==> src/rtl/i2f_pkg.sv <==
// Shared types, constants and the leading-zero count for the converter.
// No dependencies.
package i2f_pkg;

    localparam int unsigned INT_W   = 32;
    localparam int unsigned FLT_W   = 32;
    localparam int unsigned EXP_W   = 8;
    localparam int unsigned FRAC_W  = 23;
    localparam int unsigned LZC_W   = 5;

    // Bias of the single-precision exponent.
    localparam logic [EXP_W-1:0] EXP_BIAS = 8'd127;
    // Biased exponent of a magnitude whose leading one sits at bit 31.
    localparam logic [EXP_W-1:0] EXP_TOP  = 8'd158;
    // Halfway point of the eight discarded bits.
    localparam logic [7:0]       ROUND_HALF = 8'h80;

    typedef logic [INT_W-1:0] word_t;
    typedef logic [EXP_W-1:0] expo_t;
    typedef logic [LZC_W-1:0] lzc_t;

    // Leading-zero count by a five-step binary search; x must not be zero.
    function automatic lzc_t count_lz(input word_t x);
        word_t v;
        lzc_t  n;
        v = x;
        n = '0;
        if (v[31:16] == '0) begin
            n[4] = 1'b1;
            v    = v << 16;
        end
        if (v[31:24] == '0) begin
            n[3] = 1'b1;
            v    = v << 8;
        end
        if (v[31:28] == '0) begin
            n[2] = 1'b1;
            v    = v << 4;
        end
        if (v[31:30] == '0) begin
            n[1] = 1'b1;
            v    = v << 2;
        end
        if (v[31] == 1'b0) begin
            n[0] = 1'b1;
        end
        return n;
    endfunction

endpackage

==> src/rtl/int32_to_float32_convert_unit.sv <==
// Signed 32-bit integer to IEEE 754 single-precision converter, four stages.
// Depends on i2f_pkg.
//
// One conversion enters per clock cycle while s_ready is high. An accepted
// integer passes through the four register stages in order (negate,
// leading-zero count, normalising shift, round and pack); m_valid is the
// valid bit of the last. Each stage holds its item while the stage after it
// is full and stalled, so empty stages ahead of a stall keep taking input.
// Zero gives +0, the most negative integer gives 0xCF000000 exactly, and the
// eight discarded bits are rounded to nearest, ties to even.
module int32_to_float32_convert_unit
    import i2f_pkg::*;
(
    input  logic                 aclk,
    input  logic                 aresetn,
    input  logic                 s_valid,
    output logic                 s_ready,
    input  logic signed [31:0]   s_value,
    output logic                 m_valid,
    input  logic                 m_ready,
    output logic [31:0]          m_float_bits
);

    // Valid bits of the four stages.
    logic v1_reg, v2_reg, v3_reg, v4_reg;
    logic v1_next, v2_next, v3_next, v4_next;
    logic rdy1, rdy2, rdy3, rdy4;

    // Stage payloads.
    logic  s1_sign_reg, s1_zero_reg;
    word_t s1_mag_reg;
    logic  s2_sign_reg, s2_zero_reg;
    word_t s2_mag_reg;
    lzc_t  s2_lzc_reg;
    logic  s3_sign_reg, s3_zero_reg;
    word_t s3_norm_reg;
    expo_t s3_expo_reg;
    logic [31:0] s4_bits_reg;

    logic  s1_sign_next;
    word_t s1_mag_next;
    logic  round_up;
    logic [EXP_W+FRAC_W-1:0] packed_sum;

    // A stage can load when it is empty or its item moves on.
    assign rdy4 = !v4_reg || m_ready;
    assign rdy3 = !v3_reg || rdy4;
    assign rdy2 = !v2_reg || rdy3;
    assign rdy1 = !v1_reg || rdy2;
    assign s_ready = rdy1;

    always_comb begin
        v1_next = rdy1 ? s_valid : v1_reg;
        v2_next = rdy2 ? v1_reg  : v2_reg;
        v3_next = rdy3 ? v2_reg  : v3_reg;
        v4_next = rdy4 ? v3_reg  : v4_reg;
    end

    always_ff @(posedge aclk) begin
        if (!aresetn) begin
            v1_reg <= 1'b0;
            v2_reg <= 1'b0;
            v3_reg <= 1'b0;
            v4_reg <= 1'b0;
        end else begin
            v1_reg <= v1_next;
            v2_reg <= v2_next;
            v3_reg <= v3_next;
            v4_reg <= v4_next;
        end
    end

    // Stage one: sign and magnitude.
    assign s1_sign_next = s_value[31];
    assign s1_mag_next  = s1_sign_next ? (word_t'(0) - word_t'(s_value)) : word_t'(s_value);

    always_ff @(posedge aclk) begin
        if (rdy1 && s_valid) begin
            s1_sign_reg <= s1_sign_next;
            s1_zero_reg <= (s_value == '0);
            s1_mag_reg  <= s1_mag_next;
        end
    end

    // Stage two: leading-zero count of the magnitude.
    always_ff @(posedge aclk) begin
        if (rdy2 && v1_reg) begin
            s2_sign_reg <= s1_sign_reg;
            s2_zero_reg <= s1_zero_reg;
            s2_mag_reg  <= s1_mag_reg;
            s2_lzc_reg  <= count_lz(s1_mag_reg);
        end
    end

    // Stage three: normalise so the leading one sits at bit 31.
    always_ff @(posedge aclk) begin
        if (rdy3 && v2_reg) begin
            s3_sign_reg <= s2_sign_reg;
            s3_zero_reg <= s2_zero_reg;
            s3_norm_reg <= s2_mag_reg << s2_lzc_reg;
            s3_expo_reg <= EXP_TOP - expo_t'(s2_lzc_reg);
        end
    end

    // Stage four: round to nearest even; a carry out of the fraction
    // ripples into the exponent field.
    always_comb begin
        round_up = (s3_norm_reg[7:0] > ROUND_HALF)
                || ((s3_norm_reg[7:0] == ROUND_HALF) && s3_norm_reg[8]);
        packed_sum = {s3_expo_reg, s3_norm_reg[30:8]}
                   + {{(EXP_W+FRAC_W-1){1'b0}}, round_up};
    end

    always_ff @(posedge aclk) begin
        if (rdy4 && v3_reg) begin
            s4_bits_reg <= s3_zero_reg ? 32'd0 : {s3_sign_reg, packed_sum};
        end
    end

    assign m_valid      = v4_reg;
    assign m_float_bits = s4_bits_reg;

endmodule

==> config.mk <==
export PLATFORM = sky130hd
export DESIGN_NAME = int32_to_float32_convert_unit
export DESIGN_NICKNAME = d
export VERILOG_FILES = /design/src/rtl/i2f_pkg.sv /design/src/rtl/int32_to_float32_convert_unit.sv
export SDC_FILE = /design/constraint.sdc
export NUM_CORES = 1
export LEC_CHECK = 0
export BUFFER_PORTS_ARGS = -buffer_cell sky130_fd_sc_hd__buf_2
export CELL_PAD_IN_SITES_DETAIL_PLACEMENT = 0
export CELL_PAD_IN_SITES_GLOBAL_PLACEMENT = 2
export CORE_MARGIN = 2
export CORE_UTILIZATION = 40
export CTS_BUF_LIST = sky130_fd_sc_hd__clkbuf_8
export CTS_CLUSTER_SIZE = 10
export DETAILED_ROUTE_END_ITERATION = 10
export PLACE_DENSITY = 0.86
export SYNTH_ARGS = -nofsm -noshare
export SYNTH_HDL_FRONTEND = slang
export SYNTH_SLANG_ARGS = --single-unit
==> constraint.sdc <==
create_clock -name aclk -period 12.9 [get_ports aclk]
set_clock_uncertainty 0.15 [all_clocks]
set_input_delay 1.29 -clock aclk [delete_from_list [all_inputs] [get_ports aclk]]
set_output_delay 1.29 -clock aclk [all_outputs]
set_load 0.03 [all_outputs]
==> results.tsv, run 1 <==
metric	value	unit
run status	complete, no violations	
IO buf count	69	
Final setup viols	0	
leakage	0.002911	uW
DRT antenna net count	0	
HP Start	s2_sign_reg$_DFFE_PP_	
critical path type	primary input to primary output	
top post-synthesis cells by area	edfxtp_1 56%, mux2i_1 5.3%, mux4_2 4.6%	
setup_tns	0	ns
CP Data Arrival Time	2.45	ns
Tcrit/Tclk final	30.15	%
die width	143.4	um
Area Overhead vs Synth	12.66	%
post-DR vias/cell	5.182	
sequential element share of the synthesized area	57.08	%
Peak VDD IR	0.00005986	V
synthesized flop and latch total	149	
slowest CP cell	and2_0	
worst-path fanout max	6	
clock slew at the register clock pins of the worst setup and hold paths	0.07	ns
gr usage total	14.96	%
worst r2r src	s1_mag_reg[16]$_DFFE_PP_	
Placement Rows	50	
Initial DRC Count	241	
Total Nets Final	727	
setup bufs post-CTS	0	
Worst path top cell family by delay	simple AND/OR/NAND/NOR gates	
Final Hold Slack	0.2835	ns
Die Y-Extent	143.4	um
Hold Buf Count CTS	0	
Detailed Route WL	14520	um
TritonCTS Buffers	17	
Worst path max stage delay	0.51	ns
Post-route DRC	0	
post-CTS resize count	0	
die area	20550	um^2
number of diodes	0	
crit start category	primary input	
final count of hold timing violations	0	
pin count of the biggest net entering global routing	42	
RSZ-0062 raised after global routing	false	
Wirelength per Cell	15.12	um
share of the synthesized area in the top cell type	56.05	%
EDFF count, synth	145	
hold path depth	0	
highest clock rate	0.2571	GHz
Netlist cell types	58	
critical-path cell list	buf_2 -> nor2b_1 -> and2_0 -> nand3_1 -> buf_2	
CTS tree	built	
Initial Utilization	41.12	%
fraction of registers with async set/reset	0	%
worst r2r dst	s2_lzc_reg[0]$_DFFE_PP_	
Sw Pwr	218.1	uW
Sink Count	149	
Final Worst Setup Slack	9.010	ns
final RePlAce weighted congestion	0.8979	
Max Slew Vio Count	0	
Std-Cell Core Area	18890	um^2
Power per Cell Area	112.0	nW/um^2
vias after detailed routing	4975	
Worst Reg2Reg Path Length in Cells	6	
I/O pin count	70	
worst endpoint required time	11.46	ns
area of the mapped netlist	7769	um^2
first-pass GRT wire length	23990	um
Most common cell on crit path	buf_2	
internal power	762.5	uW
Buf+Inv Stages, Crit Path	2	
max-cap viol count	0	
actual slew at the worst max-slew pin	1.130	ns
switching share of power	22.24	%
Post-Syn Instances	624	
Synth area leader	edfxtp_1	
CTS root buffer	clkbuf_8	
number of global-route vias before repair	4826	
clk buf depth	2	
Comb power frac	8.4	%
Post-synth top flop	edfxtp_1	
Clock power frac	32.8	%
Crit path depth	5	
pre-CTS worst setup slack	9.007	ns
sequential power share	58.8	%
Clock Latency Late Sink	0.44	ns
Final min period	3.890	ns
Worst Hold Class	flip-flop to flip-flop	
hpwl dp	11160	um
Hold Path Sink	s3_sign_reg$_DFFE_PP_	
CP endpoint kind	primary output	
Slew HR	24.49	%
Mapped Nets	663	
R2R setup slack	9.58	ns
Avg Cell Area, Syn	12.45	um^2
yosys warns	0	
Overflow after GRT	0	
initial antenna violation count	0	
TritonRoute pass-1 iters	5	
H-tree Lvls	4	
layout cells sized above 1	21.29	%
post-layout power	980.6	uW
==> layer usage <==
layer  global-route usage (%)  wire length [um]  vias to the layer above
met4                    6.502               352                        0
li1                         -                 -                     2508
met3                    3.232               556                       23
met1                    18.38              6465                     2309
met2                    25.46              7145                      135
met5                        0                 0                        -
==> worst max path at each step <==
stage / start / end / slack [ns]
floorplan: m_ready / s2_lzc_reg[0]$_DFFE_PP_ / 7.87
global placement: m_ready / s_ready / 9.04
detailed placement: m_ready / s_ready / 9.01
CTS: m_ready / s_ready / 9.00
global route: m_ready / s_ready / 8.93
finish: m_ready / s_ready / 9.01
==> Yosys cell counts (all sizes together), types with 13 or more instances <==
| master | instances |
|---|---|
| mux2 | 15 |
| xor2 | 18 |
| a21oi | 18 |
| edfxtp | 145 |
| mux4 | 16 |
| xnor2 | 37 |
| o21ai | 22 |
| nand3 | 14 |
| or3 | 13 |
| nor2 | 76 |
| mux2i | 41 |
| nand2 | 33 |
| o31ai | 13 |
| clkbuf | 17 |
==> layout by cell type (no fill, tap or decap), types with 3 or more instances in the layout <==
master / instances
xor2_1: 18
inv_1: 15
clkbuf_8: 18
nor2b_1: 8
o32ai_1: 4
or4_4: 3
buf_2: 69
or2_2: 6
nand3b_1: 3
edfxtp_1: 145
nand3_1: 14
nand2b_1: 5
dfxtp_1: 4
nor2_1: 76
o31ai_1: 12
o21ai_0: 22
or4_1: 4
a21oi_1: 18
ha_1: 3
nor4_1: 7
nand2_1: 33
and2_1: 3
mux2i_1: 41
a31oi_1: 8
a211oi_1: 8
mux2_2: 15
xnor2_1: 37
and3_1: 8
mux4_2: 16
a211o_1: 4
o22ai_1: 4
buf_4: 4
nor3_1: 8
clkinv_2: 4
nand4_1: 6
or3_1: 12
==> through the flow <==
step | cells | utilization (%) | instance area [um^2]
4_1_cts | 960 | 46.32 | 8752
6_report | 960 | 46.32 | 8752
5_1_grt | 960 | 46.32 | 8752
2_1_floorplan | 624 | - | 7769
3_5_place_dp | 929 | 44.45 | 8398
3_3_place_gp | 929 | 44.45 | 8398
==> power groups by stage <==
stage	Combinational, uW	Clock (uW)	Sequential (uW)
after floorplan	53.0	0	584
after global placement	80.8	0	586
after detailed placement	82.6	0	587
after CTS	83.0	331	577
after global routing	91.5	351	579
final	82.1	322	577
==> kinds of logic after synthesis <==
| family | after synthesis | synth area share (%) |
|---|---|---|
| mux | 72 | 12.10 |
| buf+inv | 37 | 1.820 |
| xor+xnor | 55 | 6.201 |
| simple gates | 209 | 13.67 |
| compound gates | 99 | 8.649 |
| flops | 149 | 57.08 |
| fa+ha+maj | 3 | 0.4832 |
==> area by class of cell <==
type                    instances  area [um^2]
clock buffers                  18        247.7
multi-input cells             438         3229
flip-flops and latches        149         4434
inverters                       9        33.78
well taps                     260        325.3
clock inverters                13        106.4
repair buffers                 73        375.4
fillers                      1755        10140
(Power assumes the default switching activity.)
==> run 2, diff against run 1 <==
--- a/config.mk
+++ b/config.mk
@@ -9,11 +9,11 @@
 export CELL_PAD_IN_SITES_DETAIL_PLACEMENT = 0
 export CELL_PAD_IN_SITES_GLOBAL_PLACEMENT = 2
 export CORE_MARGIN = 2
-export CORE_UTILIZATION = 40
+export CORE_UTILIZATION = 39
 export CTS_BUF_LIST = sky130_fd_sc_hd__clkbuf_8
 export CTS_CLUSTER_SIZE = 10
 export DETAILED_ROUTE_END_ITERATION = 10
-export PLACE_DENSITY = 0.86
+export PLACE_DENSITY = 0.87
 export SYNTH_ARGS = -nofsm -noshare
 export SYNTH_HDL_FRONTEND = slang
 export SYNTH_SLANG_ARGS = --single-unit
==> constraint.sdc (replaced) <==
create_clock -name aclk -period 3.5 [get_ports aclk]
set_clock_uncertainty 0.15 [all_clocks]
set_input_delay 0.35 -clock aclk [delete_from_list [all_inputs] [get_ports aclk]]
set_output_delay 0.35 -clock aclk [all_outputs]
set_load 0.03 [all_outputs]
==> run 2 against run 1 <==
Effect of this change: first-iteration DRC count grew 31%; sequential power grew to 3.7 times the previous value; setup slack lost 8.6 ns; die area grew 2.5%; largest power group unchanged; power grew to 3.9 times the previous value; wire length grew 4.8%; via count grew 1.4%; flip-flop and latch count is the same; cell count grew 1.8%.
==> results.tsv, run 2 (synthesis gave the netlist of run 1 again) <==
metric	value	unit	change
Slew HR	24.21	%	-0.28 points
Final min period	3.064	ns	
Initial DRC Count	315		+31%
Final setup viols	0		unchanged
crit start category	primary input		
vias after detailed routing	5045		+1.4%
CTS root buffer	clkbuf_8		
number of diodes	0		unchanged
Die Y-Extent	145.1	um	+1.2%
Worst Reg2Reg Path Length in Cells	6		unchanged
Power per Cell Area	427.7	nW/um^2	+280%
critical-path cell list	dlygate4sd3_1 -> buf_2 -> inv_1 -> ha_1 -> nor3b_1 -> nand4b_1 -> or3_4 -> or4_4 -> o41ai_2 -> xnor2_1		
CTS tree	built		
Total Nets Final	738		+1.5%
CP endpoint kind	flip-flop		
setup_tns	0	ns	unchanged
pin count of the biggest net entering global routing	42		unchanged
Placement Rows	51		+2.0%
TritonCTS Buffers	17		unchanged
worst r2r dst	s2_lzc_reg[0]$_DFFE_PP_		
HP Start	s_value[17]		
actual slew at the worst max-slew pin	1.137	ns	+0.007068 ns
Std-Cell Core Area	19530	um^2	+3.4%
final count of hold timing violations	0		unchanged
RSZ-0062 raised after global routing	false		
first-pass GRT wire length	24960	um	+4.0%
I/O pin count	70		unchanged
post-DR vias/cell	5.164		-0.36%
Final Hold Slack	0.07398	ns	-0.2095 ns
IO buf count	69		unchanged
Detailed Route WL	15220	um	+4.8%
slowest CP cell	dlygate4sd3_1		
Initial Utilization	39.79	%	-1.3 points
worst r2r src	s1_mag_reg[17]$_DFFE_PP_		
Area Overhead vs Synth	14.90	%	
most frequent cells in the layout	145 x edfxtp_1, 76 x nor2_1, 69 x buf_2, 41 x mux2i_1, 37 x xnor2_1		
Tcrit/Tclk final	87.55	%	
hpwl dp	11670	um	+4.5%
Worst path max stage delay	0.53	ns	+0.02 ns
CP Data Arrival Time	3.09	ns	+0.64 ns
Max Slew Vio Count	0		unchanged
Wirelength per Cell	15.58	um	+3.0%
die width	145.1	um	+1.2%
most common cell after layout, fill and taps aside	edfxtp_1		
Sink Count	149		unchanged
initial antenna violation count	0		unchanged
final RePlAce weighted congestion	0.9200		+2.5%
worst-path fanout max	4		-2
Overflow after GRT	0		unchanged
clk buf depth	2		unchanged
die area	21060	um^2	+2.5%
highest clock rate	0.3263	GHz	
gr usage total	14.78	%	-0.18 points
hold path depth	2		+2
Post-route DRC	0		unchanged
leakage	0.002971	uW	+2.1%
Peak VDD IR	0.0002069	V	+250%
Hold Path Sink	s1_mag_reg[17]$_DFFE_PP_		
number of global-route vias before repair	4909		+1.7%
layout cells sized above 1	22.89	%	+1.6 points
TritonRoute pass-1 iters	4		-1
worst endpoint required time	3.53	ns	-7.93 ns
critical path type	primary input to flip-flop		
Clock Latency Late Sink	0.44	ns	about the same
run status	complete, no violations		
R2R setup slack	0.63	ns	-8.95 ns
clock slew at the register clock pins of the worst setup and hold paths	0.07	ns	about the same
Worst Hold Class	primary input to flip-flop		
DRT antenna net count	0		unchanged
max-cap viol count	0		unchanged
H-tree Lvls	4		unchanged
[run 2: worst max path at each step]
stage                                   from                        to  cells after the start
global route                      s_value[0]  s1_mag_reg[24]$_DFFE_PP_                     10
detailed placement                s_value[1]  s1_mag_reg[24]$_DFFE_PP_                      9
floorplan               m_valid$_SDFFE_PN0P_   s2_lzc_reg[0]$_DFFE_PP_                      3
finish                            s_value[0]  s1_mag_reg[24]$_DFFE_PP_                     10
CTS                               s_value[0]  s1_mag_reg[24]$_DFFE_PP_                     10
global placement    s1_mag_reg[17]$_DFFE_PP_   s2_lzc_reg[0]$_DFFE_PP_                      6
[run 2: where the power goes]
part	switching (uW)	internal (uW)
registers	72.2	2060
clock network	615	768
logic	171	133
total	858	2960
[run 2: metal layers]
metal / GRT usage [%] / vias to the layer above / wire, um
li1: - / 2531 / -
met1: 18.14 / 2366 / 6764
met2: 25.24 / 118 / 7496
met3: 3.176 / 30 / 544
met4: 6.324 / 0 / 413
met5: 0 / - / 0
[run 2: area by class of cell]
type                    instances  area [um^2]
fillers                      1859        10600
flip-flops and latches        149         4434
multi-input cells             438         3229
repair buffers                 84        475.5
well taps                     265        331.6
clock buffers                  17        234.0
clock inverters                15        187.7
inverters                       9        33.78
[run 2: worst max-delay path: cells and delay by family]
kind            cells  cell delay [ns]
compound gates      1             0.26
xor+xnor            1             0.12
fa+ha+maj           1             0.15
simple gates        4             1.47
buf+inv             3             0.74
[run 2: repair_timing]
action,CTS,global route
endpoints found under the setup margin,0,0
endpoints found under the hold margin,3,0
resized for setup,0,0
hold buffers,2,0
buffers inserted,0,0
[run 2: stage by stage]
stage / cell area (um^2) / setup WS [ns] / power (uW) / std cells / util [%]
2_1_floorplan: 7769 / 0.2333 / 2348 / 624 / -
3_3_place_gp: 8484 / 0.6476 / 2466 / 943 / 43.45
3_5_place_dp: 8484 / 0.5273 / 2475 / 943 / 43.45
4_1_cts: 8926 / 0.4671 / 3861 / 977 / 45.71
5_1_grt: 8926 / 0.2915 / 3975 / 977 / 45.71
6_report: 8926 / 0.4358 / 3818 / 977 / 45.71
==> run 3, diff against run 2 <==
--- a/config.mk
+++ b/config.mk
@@ -13,7 +13,7 @@
 export CTS_BUF_LIST = sky130_fd_sc_hd__clkbuf_8
 export CTS_CLUSTER_SIZE = 10
 export DETAILED_ROUTE_END_ITERATION = 10
-export PLACE_DENSITY = 0.87
+export PLACE_DENSITY = 0.76
 export SYNTH_ARGS = -nofsm -noshare
 export SYNTH_HDL_FRONTEND = slang
 export SYNTH_SLANG_ARGS = --single-unit
==> run 3 against run 2 <==
Effect of this change: setup slack improved by 0.054 ns; clock power decreased by 10%; clock-buffer cell count increased by 1; first-iteration DRC count decreased by 6.3%; largest cell class unchanged; combinational power about the same; via count decreased by 0.79%; wire length decreased by 1.8%; critical path depth decreased by 4; largest power group unchanged; flip-flop and latch count unchanged; cell count increased by 0.41%; sequential share of layout area increased by 0.18 points; design area decreased by 0.36%.
==> results.tsv, run 3 (synthesis gave the netlist of run 1 again) <==
metric	value	unit	change
run status	complete, no violations		
worst endpoint required time	3.55	ns	+0.02 ns
highest clock rate	0.3323	GHz	+1.8%
crit start category	flip-flop		
placed cell area	8502	um^2	+0.21%
Wirelength per Cell	15.23	um	-2.2%
Std-Cell Core Area	19530	um^2	unchanged
fin cells	981		+0.41%
setup_tns	0	ns	unchanged
worst-path fanout max	8		+4
critical path type	flip-flop to flip-flop		
Finished Cell Area	8894	um^2	-0.36%
most common cell after layout, fill and taps aside	edfxtp_1		
leakage	0.002979	uW	+0.27%
Slew HR	31.16	%	+6.9 points
max-cap viol count	0		unchanged
hpwl dp	11710	um	+0.36%
Tcrit/Tclk final	85.99	%	-1.6 points
final core occ	45.55	%	-0.17 points
layout cells sized above 1	23.18	%	+0.29 points
vias after detailed routing	5005		-0.79%
Die Y-Extent	145.1	um	unchanged
Total Nets Final	742		+0.54%
H-tree Lvls	4		unchanged
Hold Buf Count CTS	2		unchanged
TritonCTS Buffers	17		unchanged
clk buf depth	2		unchanged
Detailed Route WL	14950	um	-1.8%
Sink Count	149		unchanged
Overflow after GRT	0		unchanged
IO buf count	69		unchanged
Peak VDD IR	0.0001794	V	-13%
Final setup viols	0		unchanged
Final min period	3.010	ns	-0.05450 ns
Worst Hold Class	primary input to flip-flop		
dpl cells	947		+0.42%
setup bufs post-CTS	0		unchanged
initial antenna violation count	0		unchanged
most frequent cells in the layout	145 x edfxtp_1, 76 x nor2_1, 69 x buf_2, 41 x mux2i_1, 37 x xnor2_1		
I/O pin count	70		unchanged
gr usage total	14.76	%	-0.018 points
post-DR vias/cell	5.102		-1.2%
DRT antenna net count	0		unchanged
Final Hold Slack	0.06049	ns	-0.01349 ns
post-CTS resize count	0		unchanged
CTS root buffer	clkbuf_8		
Area Overhead vs Synth	14.48	%	
Initial Utilization	39.79	%	unchanged
clock slew at the register clock pins of the worst setup and hold paths	0.08	ns	about the same
number of global-route vias before repair	4898		-0.22%
CP Data Arrival Time	3.06	ns	-0.03 ns
Max Slew Vio Count	0		unchanged
CP endpoint kind	flip-flop		
number of diodes	0		unchanged
die area	21060	um^2	unchanged
die width	145.1	um	unchanged
pin count of the biggest net entering global routing	42		unchanged
first-pass GRT wire length	24760	um	-0.77%
RSZ-0062 raised after global routing	false		
Clock Latency Late Sink	0.45	ns	about the same
Post-route DRC	0		unchanged
TritonRoute pass-1 iters	4		unchanged
Initial DRC Count	295		-6.3%
Power per Cell Area	412.5	nW/um^2	-3.6%
CTS tree	built		
Placement Rows	51		unchanged
final RePlAce weighted congestion	0.8849		-3.8%
actual slew at the worst max-slew pin	1.033	ns	-0.1042 ns
final count of hold timing violations	0		unchanged
==> run 3: cell types whose count changed in the layout (fill, tap and decap cells not counted) <==
| cell | change |
|---|---|
| inv_6 | -1 |
| clkinv_4 | -1 |
| clkinv_1 | -2 |
| clkinv_2 | +2 |
| bufinv_16 | -2 |
| clkbuf_8 | +1 |
| buf_4 | +5 |
| inv_1 | +3 |
| buf_12 | -1 |
==> run 3: routing by layer <==
layer | GRT usage, % | routed length [um]
met5 | 0 | 0
met3 | 2.925 | 536
met4 | 7.745 | 557
met1 | 17.67 | 6518
met2 | 25.21 | 7333
==> run 3: final timing paths <==
| kind | startpoint | to | slack (ns) | depth (start not counted) |
|---|---|---|---|---|
| setup / recovery | s1_mag_reg[17]$_DFFE_PP_ | s2_lzc_reg[0]$_DFFE_PP_ | 0.49 | 6 |
| hold / removal | s_value[17] | s1_mag_reg[17]$_DFFE_PP_ | 0.06 | 2 |
| setup reg to reg | s1_mag_reg[17]$_DFFE_PP_ | s2_lzc_reg[0]$_DFFE_PP_ | 0.49 | 6 |
| hold reg to reg | s2_sign_reg$_DFFE_PP_ | s3_sign_reg$_DFFE_PP_ | 0.27 | 0 |
==> run 3: area by class of cell <==
cell class,count,area [um^2]
clock buffers,18,247.7
inverters,9,33.78
repair buffers,88,493.0
clock inverters,14,123.9
flip-flops and latches,149,4434
well taps,265,331.6
multi-input cells,438,3229
fillers,1872,10630
==> run 3: worst max-delay path: stages, from the launching register on <==
cell	delay, ns
edfxtp_1	0.41
or4_1	0.64
nor4_2	0.65
a31oi_1	0.16
o21ai_0	0.18
or3b_2	0.45
o211a_1	0.12
==> run 3: power by group <==
part / switching [uW] / internal (uW) / total [uW]
logic: 172 / 132 / 305
clock network: 601 / 634 / 1240
registers: 69.9 / 2060 / 2130
total: 843 / 2820 / 3670
==> run 3: through the flow <==
step	power, uW	setup WS (ns)
global placement	2469	0.5275
global route	3824	0.2677
floorplan	2348	0.2333
finish	3668	0.4903
detailed placement	2474	0.5169
CTS	3710	0.4949
